File: config.mk
export PLATFORM = sky130hd
export DESIGN_NAME = chord_pair_note_event_generator
export DESIGN_NICKNAME = d
export VERILOG_FILES = /design/src/design/cpneg_pkg.sv /design/src/design/chord_pair_note_event_generator.sv
export SDC_FILE = /design/constraint.sdc
export NUM_CORES = 1
export LEC_CHECK = 0
export BUFFER_PORTS_ARGS = -buffer_cell sky130_fd_sc_hd__buf_2
export CAP_MARGIN = 20
export CORE_MARGIN = 3
export CORE_UTILIZATION = 45
export CTS_CLUSTER_DIAMETER = 30
export DETAILED_ROUTE_END_ITERATION = 10
export HOLD_SLACK_MARGIN = 0.1
export PLACE_DENSITY = 0.58
export REMOVE_ABC_BUFFERS = 1
export SYNTH_ARGS = -nofsm -noshare
export SYNTH_HDL_FRONTEND = slang
export SYNTH_SLANG_ARGS = --single-unit
File: constraint.sdc
create_clock -name clk -period 25.8 [get_ports clk]
set_clock_uncertainty 0.15 [all_clocks]
set_input_delay 6.45 -clock clk [delete_from_list [all_inputs] [get_ports clk]]
set_output_delay 6.45 -clock clk [all_outputs]
set_load 0.005 [all_outputs]
File: src/design/cpneg_pkg.sv
// Shared types and constants for the chord pair note event generator.
`timescale 1ns / 1ps
`default_nettype none

package cpneg_pkg;

    localparam int NUM_LIMITS  = 5;
    localparam int NUM_PAIRS   = 6;
    localparam int NUM_CHORDS  = 6;
    localparam int ROM_NOTES   = 4;
    localparam int NOTE_W      = 7;
    localparam int LIMIT_W     = 8;
    localparam int CFG_INDEX_W = 3;
    localparam int PAIR_W      = 3;
    localparam int CHORD_W     = 3;
    localparam int SHIFT_W     = 9;

    localparam logic [SHIFT_W-1:0] CENTER_NOTE = 9'd60;
    localparam logic [NOTE_W-1:0]  TOP_NOTE    = 7'd127;
    localparam int                 OCTAVE      = 12;

    localparam logic [CFG_INDEX_W-1:0] REG_LIMIT_ONE   = 3'd0;
    localparam logic [CFG_INDEX_W-1:0] REG_LIMIT_TWO   = 3'd1;
    localparam logic [CFG_INDEX_W-1:0] REG_LIMIT_THREE = 3'd2;
    localparam logic [CFG_INDEX_W-1:0] REG_LIMIT_FOUR  = 3'd3;
    localparam logic [CFG_INDEX_W-1:0] REG_LIMIT_FIVE  = 3'd4;

    localparam logic [LIMIT_W-1:0] LIMIT_RESET [NUM_LIMITS] = '{
        8'd21, 8'd42, 8'd63, 8'd84, 8'd105
    };

    // Chords in order: Dm7, G7, Cmaj7, Fmaj7, Am7, Em7.
    localparam logic [NOTE_W-1:0] CHORD_ROM [NUM_CHORDS][ROM_NOTES] = '{
        '{7'd62, 7'd65, 7'd69, 7'd72},
        '{7'd67, 7'd71, 7'd74, 7'd77},
        '{7'd60, 7'd64, 7'd67, 7'd71},
        '{7'd65, 7'd69, 7'd72, 7'd76},
        '{7'd69, 7'd72, 7'd76, 7'd79},
        '{7'd64, 7'd67, 7'd71, 7'd74}
    };

    // First and second chord of each pair.
    localparam logic [CHORD_W-1:0] PAIR_TABLE [NUM_PAIRS][2] = '{
        '{3'd0, 3'd1}, '{3'd5, 3'd4}, '{3'd4, 3'd0},
        '{3'd3, 3'd1}, '{3'd1, 3'd2}, '{3'd2, 3'd0}
    };

    typedef enum logic [1:0] {
        PH_ON1  = 2'd0,
        PH_OFF1 = 2'd1,
        PH_ON2  = 2'd2,
        PH_OFF2 = 2'd3
    } phase_t;

    typedef struct packed {
        logic [6:0] error_level;
        logic [6:0] base_note;
    } request_t;

    typedef struct packed {
        logic       note_on;
        logic [6:0] note_number;
        logic       chord_slot;
        logic       last;
    } result_t;

endpackage

`default_nettype wire

File: src/design/chord_pair_note_event_generator.sv
// Top level of the chord pair note event generator.
//
//  Channel   Signals                              Transaction
//  --------  -----------------------------------  ----------------------------------
//  request   start, busy, request                 start high and busy low at an edge
//  result    result_strobe, result                result_strobe high at an edge, no stall
//  config    cfg_we, cfg_index, cfg_data          cfg_we high at an edge
//
// A request is registered at acceptance and its chords are resolved in the next cycle;
// with the sequencer idle they are loaded into the sequencer and the first event goes out via out_reg.
// A request produces 2 * (n1 + n2) events, at most 16, one per cycle from a single
// event sequencer; a request with no notes in range gives none.
// A waiting request is loaded as the last event of the previous run is registered, so
// runs follow with no gap; reset restores the limits and leaves no request pending.
`timescale 1ns / 1ps
`default_nettype none

module chord_pair_note_event_generator
    import cpneg_pkg::*;
#(
    parameter int NOTES_PER_CHORD = 4
)
(
    input  wire logic                   clk,
    input  wire logic                   rst_n,
    input  wire logic                   start,
    output logic                        busy,
    input  wire request_t               request,
    output logic                        result_strobe,
    output result_t                     result,
    input  wire logic                   cfg_we,
    input  wire logic [CFG_INDEX_W-1:0] cfg_index,
    input  wire logic [LIMIT_W-1:0]     cfg_data
);

    localparam int KEEP = (NOTES_PER_CHORD < ROM_NOTES) ? NOTES_PER_CHORD : ROM_NOTES;
    localparam int CW   = $clog2(KEEP + 1);
    localparam int IW   = (KEEP > 1) ? $clog2(KEEP) : 1;
    localparam logic [CW-1:0] KEEP_C = CW'(KEEP);

    function automatic logic is_clash(input logic [NOTE_W-1:0] a,
                                      input logic [NOTE_W-1:0] b);
        logic [NOTE_W-1:0] ad;
        logic              hit;
        ad  = (a > b) ? (a - b) : (b - a);
        hit = 1'b0;
        for (int k = 0; k * OCTAVE + 1 <= 127; k++)
        begin
            if (ad == NOTE_W'(k * OCTAVE + 1))
            begin
                hit = 1'b1;
            end
        end
        return hit;
    endfunction

    logic [LIMIT_W-1:0] limit_reg [NUM_LIMITS];

    logic     in_valid_reg;
    logic     in_valid_next;
    request_t in_reg;

    logic                active_reg;
    logic                active_next;
    phase_t              phase_reg;
    phase_t              phase_next;
    logic [CW-1:0]       idx_reg;
    logic [CW-1:0]       idx_next;
    logic [CW-1:0]       cnt_reg  [2];
    logic [NOTE_W-1:0]   kept_reg [2][KEEP];

    logic                out_valid_reg;
    result_t             out_reg;
    result_t             out_next;

    logic                 accept;
    logic                 load;
    logic                 emit_free;
    logic [PAIR_W-1:0]    pair;
    logic signed [SHIFT_W-1:0] shift;
    logic signed [SHIFT_W-1:0] note_t;
    logic [CHORD_W-1:0]   chord;
    logic                 ok;
    logic [CW-1:0]        cnt;
    logic [CW-1:0]        cnt_new  [2];
    logic [NOTE_W-1:0]    kept_new [2][KEEP];

    logic                 cur_slot;
    logic [CW-1:0]        cur_cnt;
    logic [NOTE_W-1:0]    cur_note;
    logic                 at_end;
    logic                 run_end;

    // Configuration writes.
    always_ff @(posedge clk or negedge rst_n)
    begin
        if (!rst_n)
        begin
            for (int i = 0; i < NUM_LIMITS; i++)
            begin
                limit_reg[i] <= LIMIT_RESET[i];
            end
        end
        else if (cfg_we)
        begin
            case (cfg_index)
                REG_LIMIT_ONE:   limit_reg[0] <= cfg_data;
                REG_LIMIT_TWO:   limit_reg[1] <= cfg_data;
                REG_LIMIT_THREE: limit_reg[2] <= cfg_data;
                REG_LIMIT_FOUR:  limit_reg[3] <= cfg_data;
                REG_LIMIT_FIVE:  limit_reg[4] <= cfg_data;
                default:         ;
            endcase
        end
    end

    // Chord pair selection, transposition and note filtering for the held request.
    always_comb
    begin
        pair = PAIR_W'(NUM_PAIRS - 1);
        for (int i = NUM_LIMITS - 1; i >= 0; i--)
        begin
            if ({1'b0, in_reg.error_level} < limit_reg[i])
            begin
                pair = PAIR_W'(i);
            end
        end
        shift  = $signed({2'b00, in_reg.base_note}) - $signed(CENTER_NOTE);
        chord  = '0;
        note_t = '0;
        ok     = 1'b0;
        cnt    = '0;
        for (int s = 0; s < 2; s++)
        begin
            chord = PAIR_TABLE[pair][s];
            cnt   = '0;
            for (int j = 0; j < KEEP; j++)
            begin
                kept_new[s][j] = '0;
            end
            for (int i = 0; i < ROM_NOTES; i++)
            begin
                note_t = $signed({2'b00, CHORD_ROM[chord][i]}) + shift;
                ok = (note_t >= 0) && (note_t <= $signed({2'b00, TOP_NOTE})) &&
                     (cnt < KEEP_C);
                for (int j = 0; j < KEEP; j++)
                begin
                    if ((CW'(j) < cnt) && is_clash(note_t[NOTE_W-1:0], kept_new[s][j]))
                    begin
                        ok = 1'b0;
                    end
                end
                if (ok)
                begin
                    for (int j = 0; j < KEEP; j++)
                    begin
                        if (CW'(j) == cnt)
                        begin
                            kept_new[s][j] = note_t[NOTE_W-1:0];
                        end
                    end
                    cnt = cnt + 1'b1;
                end
            end
            cnt_new[s] = cnt;
        end
    end

    // Event sequencer.
    always_comb
    begin
        cur_slot = (phase_reg == PH_ON2) || (phase_reg == PH_OFF2);
        cur_cnt  = cnt_reg[cur_slot];
        cur_note = kept_reg[cur_slot][idx_reg[IW-1:0]];
        at_end   = (CW'(idx_reg + 1'b1) == cur_cnt);
        run_end  = at_end && ((phase_reg == PH_OFF2) ||
                              ((phase_reg == PH_OFF1) && (cnt_reg[1] == '0)));
        emit_free = !active_reg || run_end;
        load      = in_valid_reg && emit_free;
        accept    = start && !(in_valid_reg && !emit_free);

        in_valid_next = accept ? 1'b1 : (load ? 1'b0 : in_valid_reg);

        active_next = active_reg;
        phase_next  = phase_reg;
        idx_next    = idx_reg;
        if (active_reg)
        begin
            if (at_end)
            begin
                idx_next = '0;
                case (phase_reg)
                    PH_ON1:
                    begin
                        phase_next = PH_OFF1;
                    end
                    PH_OFF1:
                    begin
                        if (cnt_reg[1] != '0)
                        begin
                            phase_next = PH_ON2;
                        end
                        else
                        begin
                            active_next = 1'b0;
                        end
                    end
                    PH_ON2:
                    begin
                        phase_next = PH_OFF2;
                    end
                    default:
                    begin
                        active_next = 1'b0;
                    end
                endcase
            end
            else
            begin
                idx_next = CW'(idx_reg + 1'b1);
            end
        end
        if (load)
        begin
            active_next = (cnt_new[0] != '0) || (cnt_new[1] != '0);
            phase_next  = (cnt_new[0] != '0) ? PH_ON1 : PH_ON2;
            idx_next    = '0;
        end

        out_next.note_on     = (phase_reg == PH_ON1) || (phase_reg == PH_ON2);
        out_next.note_number = cur_note;
        out_next.chord_slot  = cur_slot;
        out_next.last        = run_end;
    end

    always_ff @(posedge clk or negedge rst_n)
    begin
        if (!rst_n)
        begin
            in_valid_reg  <= 1'b0;
            active_reg    <= 1'b0;
            phase_reg     <= PH_ON1;
            idx_reg       <= '0;
            cnt_reg[0]    <= '0;
            cnt_reg[1]    <= '0;
            out_valid_reg <= 1'b0;
        end
        else
        begin
            in_valid_reg  <= in_valid_next;
            active_reg    <= active_next;
            phase_reg     <= phase_next;
            idx_reg       <= idx_next;
            out_valid_reg <= active_reg;
            if (load)
            begin
                cnt_reg[0] <= cnt_new[0];
                cnt_reg[1] <= cnt_new[1];
            end
        end
    end

    always_ff @(posedge clk)
    begin
        if (accept)
        begin
            in_reg <= request;
        end
        if (load)
        begin
            kept_reg <= kept_new;
        end
        out_reg <= out_next;
    end

    assign busy          = in_valid_reg && !emit_free;
    assign result_strobe = out_valid_reg;
    assign result        = out_reg;

    a_run_contiguous: assert property (@(posedge clk) disable iff (!rst_n)
        (result_strobe && !result.last) |=> result_strobe)
        else $error("event run broken before its last transaction");

    a_active_has_notes: assert property (@(posedge clk) disable iff (!rst_n)
        active_reg |-> (cur_cnt != '0))
        else $error("sequencer active on an empty chord");

    a_accept_holds: assert property (@(posedge clk) disable iff (!rst_n)
        accept |=> in_valid_reg)
        else $error("accepted transaction was not registered");

    a_busy_pending: assert property (@(posedge clk) disable iff (!rst_n)
        busy |-> (in_valid_reg && active_reg))
        else $error("busy without a pending transaction and a running sequencer");

endmodule

`default_nettype wire
==> summary.txt <==
STA
  • Setup TNS Final: 0 ps
  • Slew Viols, Final: 0
  • Final Setup Violations: 0
  • Setup ws final: 7450 ps
  • Tmin final: about 18,000 ps
  • Final Hold Fails: 0
  • RSZ-0062 raised after global routing: false
  • F_max: 54.5 MHz
  • Final period util: 71.1%
  • Rel. slew slack: approximately a quarter
  • Worst-margin pin slew: 1120 ps

Clock network
  • CTS tree: built
  • Clk sinks: around 130
  • Clk buf depth: 2
  • CTS resizes: 0
  • CTS buffer count: 17
  • Cts hold-fix bufs: 0
  • Root Buffer: clkbuf_16
  • H-tree levels: 4
  • Clk slew on worst S/H paths: 70 ps
  • Worst-skew pair later-pin latency: around 440 ps
  • Buffer count from post-CTS setup fixing: 0

Detailed routing
  • Vias: 17,000
  • Vias per inst: 6.01
  • ANT nets after route: 0
  • Detailed Routing Iterations Pass 1: 6
  • Wire length per cell: 19.8 um
  • Initial DRC Count: 1,456
  • Drt total wl: 56.0 mm
  • DRC: 0

Cells and area
  • Post-route design area: around 20,000 um^2
  • Register area: 3680 um^2
  • Number of fill cells in the layout: 4,026
  • Area grow syn2layout: 6.97%
  • Area occupied by multi-input gates: 14,300 um^2
  • Layout cells sized above 1: 11.0%
  • Antenna Cells: 0
  • Post-Route Utilization: 49.4%
  • Max FFs per register: 56
  • Final nets: ~2,600

Placement
  • Placed inst area: 19,900 um^2
  • Input/output buffers: 40
  • Post-placement setup slack: 7740 ps
  • GPL Wtd Cong: between 0.9 and 1
  • Post-DP HPWL: 44.8 mm

Worst setup path
  • CP Class: flip-flop to flip-flop
  • Critical Path Most Common Cell: ha_1
  • CP Depth: 63
  • Setup crit end: active_reg$_DFF_PN0_
  • Worst Setup Start Kind: flip-flop
  • CP Capture Type: flip-flop
  • R2R depth: 63
  • CP top delay family: compound AO/OA/AOI/OAI gates
  • Bufs and invs on worst path: 4
  • Worst R2R End: active_reg$_DFF_PN0_
  • CP Max Fanout: 14
  • Max stage delay cell, worst path: nor4_1
  • FF-to-FF setup slack: around 7400 ps
  • Worst endpoint data arrival time: 18,490 ps
  • Crit-path max cell delay: 900 ps
  • CP Data Required Time: 25,930 ps
  • Reg-to-Reg Start: limit_reg[21]$_DFFE_PN1P_
  • Worst setup path startpoint: limit_reg[21]$_DFFE_PN1P_

Synthesis
  • Ys async rst share: 40.3%
  • Sequential share of the synthesized area: roughly a fifth
  • Largest area contributor in the netlist: ha_1
  • Synthesis-stage register bit count: 134
  • Top cell type's share of synthesized area: ~16%
  • Syn_area_per_cell: 8.46 um^2
  • Synth area leaders: ha_1 16%, edfxtp_1 11%, mux2i_1 4.9%
  • Post-synthesis instance total: 2,260
  • Mapped Area: 19,100 um^2
  • Post-synth EDFFs: 70
  • Syn. warnings: 0
  • Main synth FF type: edfxtp_1
  • Post-synth cell types: 123
  • Most frequent cells after synthesis: 249 x ha_1, 225 x inv_1, 206 x nand2_1
  • Count leader, synth: ha_1

GRT
  • Initial antenna violation count: 0
  • Congestion Overflow GR: 0
  • Vias in the first global route: 16,300
  • GRT Total Usage: 24.7%
  • Pin count of the biggest net entering global routing: 55
  • First-pass GRT wire length: 88.4 mm

Die
  • Die H: 212 um
  • Initial Utilization: 46.2%
  • Chip width: 212 um
  • Core Area: slightly above 40,000 um^2
  • I/O pin cnt: 41
  • Die area: 45,000 um^2
  • Floorplan row count: 74

Hold path
  • HP Class: flip-flop to flip-flop

Job
  • Max Cap Violations: 0

Status
  • Run status: finished, final reports clean
[tightest hold or removal path: stages (launching register included)]
cell,delay (ps)
dfrtp_1,350
nand2_1,60
nand2_1,60
[layout make-up]
type	instances	area share (%)
Timing Repair Buffer	60	1.71
Inverter	232	4.26
Multi-Input combinational cell	1833	69.9
Tap cell	532	3.25
Sequential cell	134	18.0
Clock buffer	22	2.48
Clock inverter	10	0.391
[worst min-delay path by stage]
stage / from / end / slack, ps / cells after the start
after global placement: cnt_reg[4]$_DFFE_PN0P_ / cnt_reg[4]$_DFFE_PN0P_ / 320 / 2
after floorplan: active_reg$_DFF_PN0_ / result_strobe$_DFF_PN0_ / 290 / 0
final: cnt_reg[4]$_DFFE_PN0P_ / cnt_reg[4]$_DFFE_PN0P_ / 350 / 2
after CTS: cnt_reg[4]$_DFFE_PN0P_ / cnt_reg[4]$_DFFE_PN0P_ / 350 / 2
after detailed placement: cnt_reg[4]$_DFFE_PN0P_ / cnt_reg[4]$_DFFE_PN0P_ / 330 / 2
after global routing: limit_reg[7]$_DFFE_PN0P_ / limit_reg[7]$_DFFE_PN0P_ / 360 / 1
[placed cells by master (no fill, tap or decap), types with 28 or more instances in the layout]
cell type    n
a211oi_1    28
a21o_1      53
a21oi_1    136
buf_2       40
dfrtp_1     35
edfxtp_1    70
fa_1        32
ha_1       249
inv_1      224
mux2_2      35
mux2i_1     93
nand2_1    206
nand2b_1    45
nand3_1     46
nor2_1     125
nor2b_1     50
nor3_1      37
o21ai_0    134
xnor2_1     53
xor2_1      46
[per-stage QoR]
stage,hold slack [ps],instances
2_1_floorplan,290,2199
3_3_place_gp,321,2791
3_5_place_dp,332,2791
4_1_cts,347,2823
5_1_grt,362,2823
6_report,348,2823
[kinds of logic after synthesis]
| logic type | Yosys count | share of synthesized area [%] |
|---|---|---|
| mux | 150 | 9.11 |
| xor+xnor | 109 | 5.59 |
| flops | 134 | 19.2 |
| fa+ha+maj | 281 | 19.6 |
| compound gates | 609 | 22.0 |
| simple gates | 684 | 18.4 |
| buf+inv | 293 | 6.02 |
[metal layers]
metal	wire length, um	up-vias	global-route usage, %
met1	26300	8121	34.6
met3	3690	65	4.35
li1	-	8222	-
met4	1100	0	6.14
met2	25000	545	39.7
met5	0	-	0
Power is left out: the tool's default activity adds up to more than one toggle a clock period on the data nets, which glitch-free logic cannot reach.
